===== src/hw/rtl/smcd_pkg.sv =====
// Shared types and constants for the serial motor command decoder.
// Depends on nothing; imported by serial_motor_command_decoder.
package smcd_pkg;

  typedef enum logic [3:0] {
    PH_START  = 4'b0001,
    PH_SIGN   = 4'b0010,
    PH_DIGITS = 4'b0100,
    PH_END    = 4'b1000
  } phase_t;

  localparam logic [7:0] CHR_NL    = 8'd10;
  localparam logic [7:0] CHR_SPACE = 8'd32;
  localparam logic [7:0] CHR_TAB   = 8'd9;
  localparam logic [7:0] CHR_CR    = 8'd13;
  localparam logic [7:0] CHR_PLUS  = 8'd43;
  localparam logic [7:0] CHR_MINUS = 8'd45;
  localparam logic [7:0] CHR_ZERO  = 8'd48;
  localparam logic [7:0] CHR_NINE  = 8'd57;

  localparam logic [7:0] CMD_LEFT_DRV   = 8'h73; // s
  localparam logic [7:0] CMD_RIGHT_DRV  = 8'h53; // S
  localparam logic [7:0] CMD_TUR_L_ON   = 8'h4C; // L
  localparam logic [7:0] CMD_TUR_L_OFF  = 8'h6C; // l
  localparam logic [7:0] CMD_TUR_R_ON   = 8'h50; // P
  localparam logic [7:0] CMD_TUR_R_OFF  = 8'h70; // p
  localparam logic [7:0] CMD_BUZ_ON     = 8'h48; // H
  localparam logic [7:0] CMD_BUZ_OFF    = 8'h68; // h

  localparam logic [7:0] PWM_MAX_RST = 8'd165;
  localparam logic [6:0] MAG_SAT     = 7'd100;

  // floor(x/100) == (x*5243) >> 19 for x < 43699; x here is at most 100*255
  localparam int         RECIP_SHIFT = 19;
  localparam int         SCALE_W     = 21;
  localparam logic [12:0] RECIP_100  = 13'd5243;
  localparam logic [SCALE_W-1:0] SCALE_RST = SCALE_W'(165 * 5243);

  localparam logic [0:0] REG_PWM_MAX = 1'b0;

  function automatic logic is_blank(input logic [7:0] b);
    return (b == CHR_SPACE) || ((b >= CHR_TAB) && (b <= CHR_CR));
  endfunction

  function automatic logic is_digit(input logic [7:0] b);
    return (b >= CHR_ZERO) && (b <= CHR_NINE);
  endfunction

endpackage


===== src/hw/rtl/serial_motor_command_decoder.sv =====
// Serial motor command decoder top level.
// Depends on smcd_pkg (types, character codes, scaling constants).
//
// Takes one received byte per handshake and answers every byte with exactly one
// result word holding the current drive, turret and buzzer levels; line_done
// marks every received newline. Each byte is parsed combinationally between
// the input handshake and the result register, so one byte is accepted per
// clock for as long as results are taken. Duty is pwm_max*|v|/100: the APB
// write of pwm_max also stores pwm_max times the scaled reciprocal of 100, so
// the newline needs only one 7x21 multiply.
module serial_motor_command_decoder
  import smcd_pkg::*;
#(
  parameter int MAX_LINE = 128
) (
  input  logic        clk,
  input  logic        rst_n,
  input  logic        in_valid,
  output logic        in_ready,
  input  logic [7:0]  in_rx_byte,
  output logic        out_valid,
  input  logic        out_ready,
  output logic [7:0]  out_left_duty,
  output logic        out_left_reverse,
  output logic [7:0]  out_right_duty,
  output logic        out_right_reverse,
  output logic        out_turret_left,
  output logic        out_turret_right,
  output logic        out_buzzer_on,
  output logic        out_line_done,
  input  logic        cfg_psel,
  input  logic        cfg_penable,
  input  logic        cfg_pwrite,
  input  logic [2:0]  cfg_paddr,
  input  logic [31:0] cfg_pwdata,
  output logic [31:0] cfg_prdata,
  output logic        cfg_pready
);

  localparam int POS_W = $clog2(MAX_LINE);
  localparam logic [POS_W-1:0] POS_LAST = POS_W'(MAX_LINE - 1);
  localparam logic [POS_W-1:0] POS_NUM  = POS_W'(2);
  localparam logic [POS_W-1:0] POS_FULL = POS_W'(3);

  logic [7:0]         pwm_max_r;
  logic [SCALE_W-1:0] scale_r;

  logic [POS_W-1:0] pos_r,    pos_nxt;
  logic [7:0]       letter_r, letter_nxt;
  phase_t           phase_r,  phase_nxt;
  logic             neg_r,    neg_nxt;
  logic [6:0]       mag_r,    mag_nxt;
  logic [7:0]       ldut_r,   ldut_nxt;
  logic             lrev_r,   lrev_nxt;
  logic [7:0]       rdut_r,   rdut_nxt;
  logic             rrev_r,   rrev_nxt;
  logic             tl_r,     tl_nxt;
  logic             tr_r,     tr_nxt;
  logic             buz_r,    buz_nxt;
  logic             done_r,   done_nxt;
  logic             out_valid_r;

  logic               accept;
  logic               cfg_wr;
  logic [6:0]         mag_eff;
  logic               neg_eff;
  logic [SCALE_W+6:0] prod;
  logic [7:0]         duty;
  logic               drv_rev;
  logic [9:0]         acc;
  logic [7:0]         b;

  assign in_ready   = !out_valid_r || out_ready;
  assign accept     = in_valid && in_ready;
  assign cfg_pready = 1'b1;
  assign cfg_wr     = cfg_psel && cfg_penable && cfg_pwrite;
  assign cfg_prdata = (cfg_paddr[2] == REG_PWM_MAX) ? {24'd0, pwm_max_r} : 32'd0;

  assign b       = in_rx_byte;
  assign mag_eff = (pos_r < POS_FULL) ? 7'd0 : mag_r;
  assign neg_eff = (pos_r < POS_FULL) ? 1'b0 : neg_r;
  assign prod    = (SCALE_W + 7)'(mag_eff) * (SCALE_W + 7)'(scale_r);
  assign duty    = prod[RECIP_SHIFT +: 8];
  assign drv_rev = !((mag_eff != 7'd0) && !neg_eff);
  assign acc     = (10'(mag_r) << 3) + (10'(mag_r) << 1) + 10'(b - CHR_ZERO);

  always_comb begin
    pos_nxt    = pos_r;
    letter_nxt = letter_r;
    phase_nxt  = phase_r;
    neg_nxt    = neg_r;
    mag_nxt    = mag_r;
    ldut_nxt   = ldut_r;
    lrev_nxt   = lrev_r;
    rdut_nxt   = rdut_r;
    rrev_nxt   = rrev_r;
    tl_nxt     = tl_r;
    tr_nxt     = tr_r;
    buz_nxt    = buz_r;
    done_nxt   = 1'b0;
    if (b == CHR_NL) begin
      done_nxt = 1'b1;
      if (pos_r != '0) begin
        unique case (letter_r)
          CMD_LEFT_DRV: begin
            ldut_nxt = duty;
            lrev_nxt = drv_rev;
          end
          CMD_RIGHT_DRV: begin
            rdut_nxt = duty;
            rrev_nxt = drv_rev;
          end
          CMD_TUR_L_ON:  tl_nxt  = 1'b1;
          CMD_TUR_L_OFF: tl_nxt  = 1'b0;
          CMD_TUR_R_ON:  tr_nxt  = 1'b1;
          CMD_TUR_R_OFF: tr_nxt  = 1'b0;
          CMD_BUZ_ON:    buz_nxt = 1'b1;
          CMD_BUZ_OFF:   buz_nxt = 1'b0;
          default: ;
        endcase
        if (tl_nxt && tr_nxt) begin
          tl_nxt = 1'b0;
          tr_nxt = 1'b0;
        end
      end
      pos_nxt    = '0;
      letter_nxt = 8'd0;
      phase_nxt  = PH_START;
      neg_nxt    = 1'b0;
      mag_nxt    = 7'd0;
    end else if (pos_r != POS_LAST) begin
      pos_nxt = pos_r + POS_W'(1);
      if (pos_r == '0) begin
        letter_nxt = b;
      end else if (pos_r >= POS_NUM) begin
        if (phase_r == PH_START && is_blank(b)) begin
          phase_nxt = PH_START;
        end else if (phase_r == PH_START && (b == CHR_PLUS || b == CHR_MINUS)) begin
          neg_nxt   = (b == CHR_MINUS);
          phase_nxt = PH_SIGN;
        end else if (phase_r != PH_END && is_digit(b)) begin
          mag_nxt   = (acc > 10'(MAG_SAT)) ? MAG_SAT : acc[6:0];
          phase_nxt = PH_DIGITS;
        end else begin
          phase_nxt = PH_END;
        end
      end
    end
  end

  always_ff @(posedge clk) begin
    if (!rst_n) begin
      pwm_max_r <= PWM_MAX_RST;
      scale_r   <= SCALE_RST;
    end else if (cfg_wr && cfg_paddr[2] == REG_PWM_MAX) begin
      pwm_max_r <= cfg_pwdata[7:0];
      scale_r   <= SCALE_W'(cfg_pwdata[7:0]) * SCALE_W'(RECIP_100);
    end
  end

  always_ff @(posedge clk) begin
    if (!rst_n) begin
      pos_r       <= '0;
      letter_r    <= 8'd0;
      phase_r     <= PH_START;
      neg_r       <= 1'b0;
      mag_r       <= 7'd0;
      ldut_r      <= 8'd0;
      lrev_r      <= 1'b0;
      rdut_r      <= 8'd0;
      rrev_r      <= 1'b0;
      tl_r        <= 1'b0;
      tr_r        <= 1'b0;
      buz_r       <= 1'b0;
      done_r      <= 1'b0;
      out_valid_r <= 1'b0;
    end else begin
      if (accept) begin
        pos_r    <= pos_nxt;
        letter_r <= letter_nxt;
        phase_r  <= phase_nxt;
        neg_r    <= neg_nxt;
        mag_r    <= mag_nxt;
        ldut_r   <= ldut_nxt;
        lrev_r   <= lrev_nxt;
        rdut_r   <= rdut_nxt;
        rrev_r   <= rrev_nxt;
        tl_r     <= tl_nxt;
        tr_r     <= tr_nxt;
        buz_r    <= buz_nxt;
        done_r   <= done_nxt;
      end
      if (accept) begin
        out_valid_r <= 1'b1;
      end else if (out_ready) begin
        out_valid_r <= 1'b0;
      end
    end
  end

  assign out_valid         = out_valid_r;
  assign out_left_duty     = ldut_r;
  assign out_left_reverse  = lrev_r;
  assign out_right_duty    = rdut_r;
  assign out_right_reverse = rrev_r;
  assign out_turret_left   = tl_r;
  assign out_turret_right  = tr_r;
  assign out_buzzer_on     = buz_r;
  assign out_line_done     = done_r;

endmodule

===== config.mk =====
export PLATFORM = sky130hd
export DESIGN_NAME = serial_motor_command_decoder
export DESIGN_NICKNAME = d
export VERILOG_FILES = /design/src/hw/rtl/smcd_pkg.sv /design/src/hw/rtl/serial_motor_command_decoder.sv
export SDC_FILE = /design/constraint.sdc
export NUM_CORES = 1
export LEC_CHECK = 0
export ABC_AREA = 0
export BUFFER_PORTS_ARGS = -buffer_cell sky130_fd_sc_hd__buf_2
export CORE_MARGIN = 10
export CORE_UTILIZATION = 60
export DETAILED_ROUTE_END_ITERATION = 10
export HOLD_SLACK_MARGIN = 0.03
export PLACE_DENSITY = 0.89
export SYNTH_ARGS = -nofsm -noshare
export SYNTH_HDL_FRONTEND = slang
export SYNTH_SLANG_ARGS = --single-unit

===== constraint.sdc =====
create_clock -name clk -period 7.3 [get_ports clk]
set_input_delay 1.095 -clock clk [delete_from_list [all_inputs] [get_ports clk]]
set_output_delay 1.095 -clock clk [all_outputs]
set_load 0.02 [all_outputs]

# --- After elaboration in Yosys (flattened, before gate mapping) ---
# Index checks and enable logic that the tools add are counted.
totals:
  ff_bits: 79
  word_cells: 125
classes:
  addsub: 4
  multipliers: 2
  magnitude_cmp: 7
  eq_ne: 18
  mux: 41
  bitwise_logic: 1
  n_reduce_logical: 36
ops:
  columns: ["op", "count"]
  rows:
  - ["$mux W7", 11]
  - ["$eq A8 B7 Y1 const B", 8]
  - ["$mux W8", 4]
  - ["$mux W4", 7]
  - ["$mul A7 B21 Y27", 1]
  - ["$eq A8 B6 Y1 const B", 3]
  - ["$mul A8 B13 Y21 const B", 1]
  - ["$mux W1", 16]
  - ["$reduce_and A4 Y1", 4]
  - ["$reduce_bool A2 Y1", 7]
  - ["$reduce_bool A7 Y1", 2]
  - ["$logic_and A1 B1 Y1", 11]
  - ["$add A10 B10 Y10", 1]
  - ["$add A10 B8 Y10", 1]
  - ["$gt A10 B7 Y1 const B", 1]
  - ["$sub A8 B6 Y9 const B", 1]
  - ["$eq A8 B4 Y1 const B", 1]
  - ["$ge A8 B4 Y1 const B", 1]
  - ["$ge A8 B6 Y1 const B", 1]
  - ["$le A8 B4 Y1 const B", 1]
  - ["$le A8 B6 Y1 const B", 1]
  - ["$add A7 B1 Y7 const B", 1]
  - ["$ge A7 B2 Y1 const B", 1]
  - ["$logic_not A7 Y1", 1]
  - ["other kinds (13)", 22]

# --- Logic depth before layout (Yosys ltp) ---
# Gate-level depths: netlist of the first run.
depth:
  word_depth: 11
  mapped_depth: 21
  mapped_depth_nobuf: 20

# --- Worst setup path after synthesis of the first run ---
# Ideal clock, no wire load.
synth_timing:
  path_kind: "register to register"
  from: "reg pos_r[2]"
  to: "reg rdut_r[6] (netlist: out_right_duty[6])"
  setup_time_ps: 92
  t_arrival_ps: 5144
  t_required_ps: 7208
  setup_slack_ps: 2064
  stages_incl_launch_ff: 22
  path_buffers: 1
  period_less_slack_ps: 5236
  path_cell_list: "dfxtp_1 > nor4_4 > a21oi_1 > clkbuf_1 > and2_1 > fa_1 > inv_1 > fa_1 > inv_1 > fa_1 > inv_1 > fa_1 > inv_1 > ha_1 > nand2_1 > nor3_1 > o211ai_1 > o32ai_2 > o21ai_1 > o21bai_1 > nor3_1 > o32ai_1"
synth_between:
  elab_chain_len: 3
  word_cells_on_any_way: 5
  classes_between: "mul: 1; order compare: 1; mux: 1; reduce/logical: 2"
synth_rtl:
  columns: ["item", "line_no", "source"]
  rows:
  - ["from (decl)", "serial_motor_command_decoder.sv:48", "logic [POS_W-1:0] pos_r, pos_nxt;"]
  - ["from (signal assigned)", "serial_motor_command_decoder.sv:179", "pos_r <= pos_nxt;"]
  - ["$lt A7 B2 Y1", "serial_motor_command_decoder.sv:80", "assign mag_eff = (pos_r < POS_FULL) ? 7'd0 : mag_r;"]
  - ["$mux W7", "serial_motor_command_decoder.sv:80", null]
  - ["$mul A7 B21 Y27", "serial_motor_command_decoder.sv:82", "assign prod = (SCALE_W + 7)'(mag_eff) * (SCALE_W + 7)'(scale_r);"]
  - ["to (signal assigned)", "serial_motor_command_decoder.sv:186", "rdut_r <= rdut_nxt;"]
  - ["to (decl)", "serial_motor_command_decoder.sv:55", "logic [7:0] rdut_r, rdut_nxt;"]
# Parallel ways exist; a longest one is shown, timed or not.
# A chain may end at the register's enable or synchronous reset.

# --- Worst setup path in the final report of the first run ---
layout_timing:
  from: "reg pos_r[1]"
  to: "reg rdut_r[6] (netlist: out_right_duty[6])"
# The elaborated chain is that of the path after synthesis.

==> results of run 1 <==
-- power groups by stage --
stage / sequential (mW) / combinational, mW / clock, mW
finish: 0.460 / 0.647 / 0.460
global route: 0.462 / 0.728 / 0.485
global placement: 0.468 / 0.590 / 0
floorplan: 0.459 / 0.501 / 0
detailed placement: 0.469 / 0.617 / 0
CTS: 0.459 / 0.638 / 0.465
-- registers in the layout (all words and copies together) (netlist names) --
| register | cells |
|---|---|
| phase_r | 4 |
| out_valid | 1 |
| out_turret_right | 1 |
| scale_r | 20 |
| out_right_reverse | 1 |
| out_turret_left | 1 |
| pos_r | 7 |
| mag_r | 7 |
| pwm_max_r | 8 |
| neg_r | 1 |
| out_left_duty | 8 |
| out_buzzer_on | 1 |
| out_right_duty | 8 |
| out_line_done | 1 |
| letter_r | 8 |
| out_left_reverse | 1 |
-- worst max-delay path, cell delays in order (launching register included) --
cell	delay, ps
dfxtp_1	460
a21oi_1	240
a21boi_2	780
and2_1	250
fa_1	430
fa_1	470
fa_1	540
inv_1	60
fa_1	540
inv_1	50
ha_1	300
a21oi_1	150
o21ai_0	180
a211oi_1	440
o32ai_2	190
o21ai_1	280
o21bai_1	170
nor3_1	230
o32ai_1	130
-- cells by family after synthesis --
kind of cell	after synthesis	synth area share, %
fa+ha+maj	236	38.46
buf+inv	228	9.528
mux	7	0.7091
simple gates	407	21.31
compound gates	183	11.69
xor+xnor	31	2.699
other cells	2	0.07466
flops	78	15.52
-- synth_stat cells (2+ instances only) --
| cell | instances | area [µm²] |
|---|---|---|
| nand2b_1 | 8 | 50.05 |
| inv_1 | 169 | 634.4 |
| and2_1 | 96 | 600.6 |
| a21o_1 | 10 | 75.07 |
| ha_1 | 114 | 1426 |
| clkbuf_1 | 29 | 108.9 |
| nand4_1 | 15 | 93.84 |
| o31ai_1 | 4 | 30.03 |
| dfxtp_1 | 78 | 1562 |
| o21bai_1 | 10 | 75.07 |
| a211oi_1 | 6 | 45.04 |
| o211ai_1 | 11 | 82.58 |
| xnor2_1 | 24 | 210.2 |
| and4_1 | 2 | 17.52 |
| buf_1 | 2 | 7.510 |
| and3_1 | 6 | 37.54 |
| nand3b_1 | 3 | 22.52 |
| nor4_1 | 5 | 31.28 |
| or2_2 | 2 | 12.51 |
| nor2_1 | 51 | 191.4 |
| nor3b_1 | 5 | 37.54 |
| o21a_1 | 4 | 30.03 |
| mux2i_1 | 6 | 60.06 |
| xor2_1 | 7 | 61.31 |
| nor2b_1 | 15 | 93.84 |
| o21ai_0 | 26 | 130.1 |
| conb_1 | 2 | 7.510 |
| or4_1 | 3 | 22.52 |
| nand4b_1 | 2 | 17.52 |
| a22o_1 | 2 | 17.52 |
| a21boi_0 | 2 | 15.01 |
| a21oi_1 | 75 | 375.4 |
| a22oi_1 | 5 | 37.54 |
| nand3_1 | 30 | 150.1 |
| fa_1 | 122 | 2442 |
| o32ai_1 | 2 | 17.52 |
| o21ai_1 | 6 | 30.03 |
| nor4_4 | 3 | 63.81 |
| a31oi_1 | 2 | 12.51 |
| nand2_1 | 131 | 491.7 |
| o2bb2ai_1 | 4 | 35.03 |
| buf_4 | 25 | 187.7 |
| nor3_1 | 12 | 60.06 |
| or3_1 | 5 | 31.28 |
-- placed cells by master (no fill, tap or decap), types with 11 or more instances in the layout --
| cell | Yosys | layout |
|---|---|---|
| a21oi_1 | 75 | 75 |
| dfxtp_1 | 78 | 78 |
| buf_2 | 0 | 55 |
| nor2_1 | 51 | 51 |
| fa_1 | 122 | 122 |
| conb_1 | 2 | 25 |
| nor2b_1 | 15 | 15 |
| o211ai_1 | 11 | 11 |
| and2_1 | 96 | 96 |
| xnor2_1 | 24 | 24 |
| o21ai_0 | 26 | 26 |
| nor3_1 | 12 | 12 |
| inv_1 | 169 | 169 |
| nand4_1 | 15 | 15 |
| ha_1 | 114 | 114 |
| nand2_1 | 131 | 131 |
| nand3_1 | 30 | 30 |
-- through the flow --
| step | cell area (µm²) | setup WS [ps] |
|---|---|---|
| 5_1_grt | 10730 | 749.6 |
| 4_1_cts | 10730 | 1288 |
| 3_5_place_dp | 10430 | 1377 |
| 6_report | 10730 | 1253 |
| 2_1_floorplan | 10140 | 2064 |
| 3_3_place_gp | 10430 | 1511 |
-- metal layers --
metal	GRT usage [%]	vias up	wire, µm
met1	26.56	3990	9503
met2	37.47	279	11780
li1	-	3865	-
met5	0	-	0
met3	3.412	64	1343
met4	8.342	0	764
-- area by class of cell --
type	instances	share of cell area [%]
clock buffer	10	2.227
sequential	78	14.55
timing repair buffer	62	3.055
multi-input combinational	889	71.06
inverter	171	5.982
tap	220	2.565
clock inverter	5	0.5597
-- how the worst min path moves through the flow --
stage,to,slack (ps)
global placement,out_left_duty[3],440
CTS,out_left_duty[3],450
detailed placement,out_left_duty[3],440
floorplan,mag_r[4],430
finish,out_left_duty[3],450
global route,letter_r[7],470
==> run summary, run 1 <==
Outcome: finished clean
Die H: 149.5 µm
Hold slack: 452.0 ps
Number of global-route vias before repair: 8,439
Reg2reg path depth: 18
Final Cycle Share: 82.84%
Slew Limit Fails: 0
Clock Pin Slew Worst Setup and Hold Paths: 60 ps
# IOs: 107
Post-cts resize count: 0
PD cells: 146.0 nW/µm²
Global-route wire length before repair: 39.96 mm
Worst R2R Setup Slack: 1250 ps
Worst-Margin Slew: 950.4 ps
Core Rows: 47
Clock share of power: 29.3%
Crit. End Element: register
MaxCap Viol Count: 0
Register area: 1562 µm²
Reg2reg end: out_right_duty[6]
Skew final: 5.731 ps
Setup_tns: 0 ps
DRT Wirelength: 23.40 mm
Pint: 0.9686 mW
Seq/Total Area, Yosys: 15.52%
CTS tree: built
Gpl congestion: 0.9021
Fin. Hold Viols: 0
Grt ovf: 0
Peak supply drop: 0.1811 mV
Hold buffers post-CTS: 0
Worst setup path startpoint: pos_r[1]
Mapped Area: 10,060 µm²
Synthesized flop and latch total: 78
CP max FO: 22
H-tree levels: 3
Yosys Warn Count: 0
Area delta synth->final: 6.680%
Multi-input logic area: 7625 µm²
Worst hold path depth: 2
DRC viols: 0
Drt first pass iters: 8
Yosys cell types: 75
Total number of vias: 8,198
Period minus WS final: 6047 ps
Crit path arrival time: 6250 ps
Seq pwr share: 29.4%
Critical Path RT: 7500 ps
Final setup vio count: 0
Critical path endpoint: out_right_duty[6]
Worst skew pair latency: 350 ps
Core Util, Final: 64.94%
Clock sinks: 78
Mapped Avg Cell Area: 8.582 µm²
Proportion of layout cells with a drive suffix above 1: 8.066%
Number of synthesized flops with an enable pin: 0
Switch Pwr: 0.5982 mW
Max_slew headroom: 36.27%
Crit path kind: reg2reg
Core area: 16,520 µm²
Hold wc startpoint: out_left_duty[3]
Largest net degree at the start of global routing: 44
Cts bufs inserted: 9
Die W: 149.5 µm
Antenna Violating Nets Remaining: 0
RSZ-0062 raised after global routing: no
Critical Path Source Type: register
CTS Buffer Depth: 2
Port-buffer cells: 55
DR iter-0 viols: 622
Fraction of registers with async set/reset: 0%
Combinational share of power: 41.3%
Fin nets: 1,497
HP Class: reg2reg
Final cell count without fillers: 1,435
Root Buffer: clkbuf_16
Achievable Freq: 165.4 MHz
Drt wl/cell: 16.30 µm
Layout fillers: 1,282
Most used DFF post-synth: dfxtp_1
Sw Share: 38.18%
Placed cell count: 1,420
Initial Util: 60.87%
Initial antenna violation count: 0
DP HPWL: 17.94 mm
Full die area: 22,340 µm²
Design Power: 1.567 mW
Mapped Cells: 1,172
GRT Util Overall: 21.68%
Leak: 5.440 nW
Diodes inserted: 0
Worst R2R Start: pos_r[1]
Setup repair bufs after CTS: 0
Vias/cell: 5.713
Power figures use the tool's default switching activity.
==> run 2: changes to the inputs <==
--- a/config.mk
+++ b/config.mk
@@ -8,10 +8,10 @@
 export ABC_AREA = 0
 export BUFFER_PORTS_ARGS = -buffer_cell sky130_fd_sc_hd__buf_2
 export CORE_MARGIN = 10
-export CORE_UTILIZATION = 60
+export CORE_UTILIZATION = 56
 export DETAILED_ROUTE_END_ITERATION = 10
 export HOLD_SLACK_MARGIN = 0.03
-export PLACE_DENSITY = 0.89
+export PLACE_DENSITY = 0.88
 export SYNTH_ARGS = -nofsm -noshare
 export SYNTH_HDL_FRONTEND = slang
 export SYNTH_SLANG_ARGS = --single-unit
==> constraint.sdc (replaced) <==
create_clock -name clk -period 5.15 [get_ports clk]
set_input_delay 0.7725 -clock clk [delete_from_list [all_inputs] [get_ports clk]]
set_output_delay 0.7725 -clock clk [all_outputs]
set_load 0.02 [all_outputs]
==> run 2 against run 1 <==
  * The run now ends with negative setup slack left
  * Via count grew 15%
  * Die area is 6.2% higher
  * Sequential cell count did not move
  * Clock power grew 39%
  * Highest routed layer unchanged
  * Routed wire length increased by 38%
  * Register-to-register slack worse by 1700 ps
  * Final cell count up 5.4%
  * Critical endpoint is now out_left_duty[7]
  * Sequential power is 42% higher
  * Global-route usage up 2.5 points
==> run summary, run 2 (synthesized netlist as in run 1, its figures left out) <==
Initial antenna violation count: 0 (unchanged)
DRT Wirelength: 32.19 mm (+38%)
Placed cell count: 1,467 (+3.3%)
# IOs: 107 (unchanged)
Crit path kind: reg2reg
Hold buffers post-CTS: 0 (unchanged)
Met3 WL: 3.121 mm (+130%)
WL met2: 15.79 mm (+34%)
Top layer in use: met4
Fin. Hold Viols: 0 (unchanged)
Critical Path RT: 5430 ps (-2070 ps)
Final setup vio count: 16 (+16)
Total number of vias: 9,468 (+15%)
Worst skew pair latency: 350 ps (about the same)
CTS tree: built
Outcome: finished, violations left
Proportion of layout cells with a drive suffix above 1: 20.67% (+13 points)
Reg2reg path depth: 20 (+2)
Crit path arrival time: 5920 ps (-330 ps)
RSZ-0062 raised after global routing: yes
Area delta synth->final: 17.91%
Commonest cells after routing, fill and taps aside: 156 x inv_1, 129 x nand2_1, 117 x fa_1
Cts bufs inserted: 9 (unchanged)
Worst R2R Start: pos_r[5]
Achievable Freq: 177.2 MHz (+7.2%)
Crit. End Element: register
Setup WS pre-CTS: -467.9 ps (-1845 ps)
GRT Util Overall: 24.22% (+2.5 points)
Fin nets: 1,568 (+4.7%)
Port-buffer cells: 55 (unchanged)
Reg2reg end: out_left_duty[7]
Full die area: 23,720 µm² (+6.2%)
Worst-Margin Slew: 847.0 ps (-103.4 ps)
Core Rows: 48 (+2.1%)
CP max FO: 8 (-64%)
Vias/cell: 6.262 (+9.6%)
Clock Pin Slew Worst Setup and Hold Paths: 70 ps (about the same)
Peak supply drop: 0.2705 mV (+49%)
Drt first pass iters: 8 (unchanged)
Routed length on met1: 10.90 mm (+15%)
Clock sinks: 78 (unchanged)
Period minus WS final: 5642 ps (-405.2 ps)
Critical path endpoint: out_left_duty[7]
Critical Path Source Type: register
CTS Buffer Depth: 2 (unchanged)
Max_slew headroom: 43.49% (+7.2 points)
Final cell count without fillers: 1,512 (+5.4%)
Max reg flops: 20 (unchanged)
Die W: 154.0 µm (+3.0%)
Die H: 154.0 µm (+3.0%)
Largest register by flop count: scale_r
Root Buffer: clkbuf_16
Worst setup path startpoint: pos_r[5]
Design Power: 2.294 mW (+46%)
Number of global-route vias before repair: 9,589 (+14%)
Gpl congestion: 0.8828 (-2.1%)
Worst setup margin: -491.9 ps (-1745 ps)
Failing checks: negative setup slack
Grt ovf: 0 (unchanged)
Largest net degree at the start of global routing: 43 (-2.3%)
DRC viols: 0 (unchanged)
Leak: 5.822 nW (+7.0%)
H-tree levels: 3 (unchanged)
Antenna Violating Nets Remaining: 0 (unchanged)
DR iter-0 viols: 1,073 (+73%)
HP Class: reg2reg
Core Util, Final: 67.86% (+2.9 points)
Final Cycle Share: 109.6% (+27 points)
Diodes inserted: 0 (unchanged)
Slew Limit Fails: 0 (unchanged)
PD cells: 193.4 nW/µm² (+32%)
Core area: 17,480 µm² (+5.8%)
Leading cell type in the layout, fill and taps excluded: inv_1
Initial Util: 57.55% (-3.3 points)
Skew final: 10.18 ps (+4.447 ps)
Worst R2R Setup Slack: -490 ps (-1740 ps)
Drt wl/cell: 21.29 µm (+31%)
Global-route wire length before repair: 47.73 mm (+19%)
DP HPWL: 19.41 mm (+8.2%)
MaxCap Viol Count: 0 (unchanged)
## run 2: cell count changes in the layout (fill, tap and decap cells not counted), moves of 14 or more
| cell | before | now |
|---|---|---|
| and2_1 | 96 | 65 |
| ha_1 | 114 | 100 |
| buf_4 | 7 | 63 |
| and2_4 | 0 | 31 |
## run 2: stage by stage
stage               TNS [ps]  hold slack [ps]  cell area (µm²)
floorplan                  0            426.5            10310
global placement       -3062            438.0            10890
detailed placement     -5723            445.3            10890
CTS                    -1409            455.0            11570
global route          -10330            484.4            11860
finish                 -5758            453.7            11860
## run 2: worst max-delay path, stage by stage, from the launching register on
cell and delay [ps]:
dfxtp_2 340, nor4_4 320, buf_6 210, buf_12 130, a21oi_4 110, and2_4 200
fa_1 580, fa_1 460, fa_1 590, inv_2 50, fa_1 580, inv_2 70
ha_4 240, a211oi_4 310, nand3_1 130, o211ai_1 230, o32ai_4 200, o211ai_1 320
a31o_1 240, nand3_2 90, a21oi_2 170
## run 2: layout make-up
cell class	instances	area [µm²]
flip-flops and latches	78	1565
well taps	225	281.5
inverters	171	641.9
multi-input cells	895	8213
clock buffers	9	225.2
clock inverters	7	57.56
repair buffers	127	875.8
fillers	1144	5617
## run 2: per-layer routing
metal / GRT usage, % / up-vias
li1: - / 4028
met1: 27.51 / 4492
met5: 0 / -
met4: 14.57 / 0
met2: 41.63 / 705
met3: 4.100 / 243
## run 2: how the worst min path moves through the flow
stage / start / end / slack [ps] / cells after the start
2_1_floorplan: mag_r[4] / mag_r[4] / 430 / 1
3_3_place_gp: out_left_duty[2] / out_left_duty[2] / 440 / 2
3_5_place_dp: pwm_max_r[6] / pwm_max_r[6] / 450 / 2
4_1_cts: pwm_max_r[6] / pwm_max_r[6] / 460 / 2
5_1_grt: phase_r[1] / phase_r[1] / 480 / 2
6_report: out_left_duty[2] / out_left_duty[2] / 450 / 2
## run 2: what timing repair did
action / 4_1_cts / 5_1_grt
resized for setup: 47 / 58
pin swaps: 36 / 44
setup endpoints to repair: 16 / 16
setup buffers: 14 / 10
gates cloned: 7 / 0
## run 2: power breakdown
part	switching [mW]	leakage [nW]	internal, mW	total (mW)
Combinational	0.623	5.05	0.378	1.00
Sequential	0.0334	0.634	0.621	0.655
Clock	0.305	0.134	0.334	0.639
==> run 3: changes to the inputs <==
--- a/config.mk
+++ b/config.mk
@@ -10,8 +10,9 @@
 export CORE_MARGIN = 10
 export CORE_UTILIZATION = 56
 export DETAILED_ROUTE_END_ITERATION = 10
-export HOLD_SLACK_MARGIN = 0.03
+export HOLD_SLACK_MARGIN = 0.15
 export PLACE_DENSITY = 0.88
+export REMOVE_ABC_BUFFERS = 1
 export SYNTH_ARGS = -nofsm -noshare
 export SYNTH_HDL_FRONTEND = slang
 export SYNTH_SLANG_ARGS = --single-unit
==> run 3 against run 2 <==
  * The run still ends with negative setup slack left
  * Hold slack improved by 1.7 ps
  * Sequential share of layout area increased by 0.18 points
  * Non-clock buffer count unchanged
  * Critical endpoint unchanged
  * Largest power group unchanged
==> run summary, run 3 (synthesized netlist as in run 1, its figures left out) <==
DP HPWL: 18.98 mm (-2.2%)
Die W: 154.0 µm (unchanged)
Fin nets: 1,564 (-0.26%)
Die H: 154.0 µm (unchanged)
Global-route wire length before repair: 48.69 mm (+2.0%)
DRT Wirelength: 31.54 mm (-2.0%)
Largest net degree at the start of global routing: 43 (unchanged)
Post-Layout Inst Area: 11,700 µm² (-1.4%)
Switch Pwr: 0.9639 mW (+0.29%)
# IOs: 107 (unchanged)
GRT Util Overall: 24.74% (+0.52 points)
Full die area: 23,720 µm² (unchanged)
Area delta synth->final: 16.28%
Gpl congestion: 0.8817 (-0.12%)
Hold slack: 455.4 ps (+1.730 ps)
Sw Share: 41.20% (-0.70 points)
Met3 usage in global routing: 6.109% (+2.0 points)
Final Cycle Share: 109.1% (-0.46 points)
H-tree levels: 3 (unchanged)
Reg2reg path depth: 20 (unchanged)
Layout fillers: 1,132 (-1.0%)
Seq pwr share: 27.9% (-0.6 points)
CTS tree: built
Crit. End Element: register
Fin. Hold Viols: 0 (unchanged)
Diodes inserted: 0 (unchanged)
Leading cell type in the layout, fill and taps excluded: inv_1
Crit path kind: reg2reg
Worst setup margin: -468.5 ps (+23.45 ps)
Grt ovf: 0 (unchanged)
Largest register by flop count: scale_r
DRC viols: 0 (unchanged)
Max reg flops: 20 (unchanged)
Worst skew pair latency: 350 ps (about the same)
Clock sinks: 78 (unchanged)
Met2 Track Usage GR: 41.99% (+0.37 points)
Critical Path RT: 5350 ps (-80 ps)
Antenna Violating Nets Remaining: 0 (unchanged)
Setup WS pre-CTS: -549.0 ps (-81.06 ps)
Period minus WS final: 5618 ps (-23.45 ps)
Worst hold path depth: 2 (unchanged)
Skew final: 7.144 ps (-3.034 ps)
Hold buffers post-CTS: 0 (unchanged)
Final cell count without fillers: 1,508 (-0.26%)
HP Class: reg2reg
Peak supply drop: 0.1899 mV (-30%)
Clock Pin Slew Worst Setup and Hold Paths: 70 ps (about the same)
Final setup vio count: 16 (unchanged)
Slew Limit Fails: 0 (unchanged)
RSZ-0062 raised after global routing: yes
Clock share of power: 28.3% (+0.5 points)
Worst Hold End: pwm_max_r[6]
Core Rows: 48 (unchanged)
Worst-Margin Slew: 933.4 ps (+86.35 ps)
Design Power: 2.340 mW (+2.0%)
Top Usage Layer GRT: met2
Combinational share of power: 43.8% (+0.2 points)
Crit path arrival time: 5820 ps (-100 ps)
Worst setup path startpoint: pos_r[2]
PD cells: 200.1 nW/µm² (+3.4%)
Drt wl/cell: 20.91 µm (-1.8%)
Commonest cells after routing, fill and taps aside: 152 x inv_1, 130 x nand2_1, 120 x fa_1
Drt first pass iters: 8 (unchanged)
CP max FO: 8 (unchanged)
Worst R2R Setup Slack: -470 ps (+20 ps)
Cts bufs inserted: 9 (unchanged)
Leak: 5.748 nW (-1.3%)
DR iter-0 viols: 1,205 (+12%)
Core area: 17,480 µm² (unchanged)
Placed cell count: 1,472 (+0.34%)
Core Util, Final: 66.92% (-0.94 points)
Reg2reg end: out_left_duty[7]
CTS Buffer Depth: 2 (unchanged)
Hold wc startpoint: pwm_max_r[6]
M1 GR Usage: 27.70% (+0.19 points)
Number of global-route vias before repair: 9,777 (+2.0%)
Initial antenna violation count: 0 (unchanged)
Achievable Freq: 178.0 MHz (+0.42%)
Root Buffer: clkbuf_16
Setup_tns: -5414 ps (+344.3 ps)
Total number of vias: 9,481 (+0.14%)
Worst R2R Start: pos_r[2]
Pint: 1.376 mW (+3.2%)
Vias/cell: 6.287 (+0.40%)
Outcome: finished, violations left
Critical Path Source Type: register
MaxCap Viol Count: 0 (unchanged)
Initial Util: 57.55% (unchanged)
Max_slew headroom: 37.73% (-5.8 points)
Failing checks: negative setup slack
Proportion of layout cells with a drive suffix above 1: 18.78% (-1.9 points)
Port-buffer cells: 55 (unchanged)
Placed Area: 10,820 µm² (-0.64%)
run 3: changes by cell type in the layout (fill, tap and decap cells not counted), sizes merged:
cell / before / now
bufinv: 0 / 1
a21boi: 4 / 3
inv: 173 / 170
clkinv: 3 / 4
clkbuf: 9 / 11
clkinvlp: 2 / 1
a21oi: 81 / 78
run 3: power groups by stage:
| stage | Combinational (mW) | Sequential, mW | Clock, mW |
|---|---|---|---|
| 2_1_floorplan | 0.689 | 0.653 | 0 |
| 3_3_place_gp | 0.846 | 0.661 | 0 |
| 3_5_place_dp | 0.887 | 0.661 | 0 |
| 4_1_cts | 0.915 | 0.648 | 0.653 |
| 5_1_grt | 1.11 | 0.652 | 0.684 |
| 6_report | 1.02 | 0.652 | 0.663 |
run 3: worst max-delay path, cell delays in order, from the launching register on:
cell and delay, ps:
dfxtp_2 330, nor4_4 350, buf_6 230, a21oi_4 100, buf_6 170, and2_1 180
fa_1 550, fa_1 440, fa_1 520, inv_2 40, fa_1 560, inv_2 90
ha_4 270, nand4_1 130, nor3_2 240, o211ai_1 200, o32ai_4 330, o211ai_1 230
a31o_1 290, nand3_1 110, a21oi_1 80
run 3: timing repair:
| action | in CTS | in global routing |
|---|---|---|
| gates resized for setup | 83 | 25 |
| buffers inserted | 12 | 5 |
| pin swaps | 91 | 23 |
| setup endpoints to repair | 16 | 17 |
| gates cloned | 7 | 0 |
run 3: worst max path at each step:
stage,endpoint,depth (start not counted)
floorplan,out_right_duty[6],18
global placement,out_right_duty[6],19
detailed placement,out_right_duty[6],19
CTS,out_left_duty[7],20
global route,out_left_duty[7],20
finish,out_left_duty[7],20
run 3: layout make-up:
| class | instances | area [µm²] | share of cell area [%] |
|---|---|---|---|
| Multi-Input combinational cell | 891 | 8050 | 68.83 |
| Tap cell | 225 | 281.5 | 2.407 |
| Timing Repair Buffer | 127 | 864.6 | 7.392 |
| Clock buffer | 11 | 232.7 | 1.990 |
| Sequential cell | 78 | 1565 | 13.38 |
| Inverter | 171 | 641.9 | 5.488 |
| Clock inverter | 5 | 60.06 | 0.5135 |
run 3: per-layer routing:
layer,share of wire (%),vias up
li1,-,4004
met5,0,-
met1,34,4537
met3,10,232
met2,48,708
met4,6.9,0
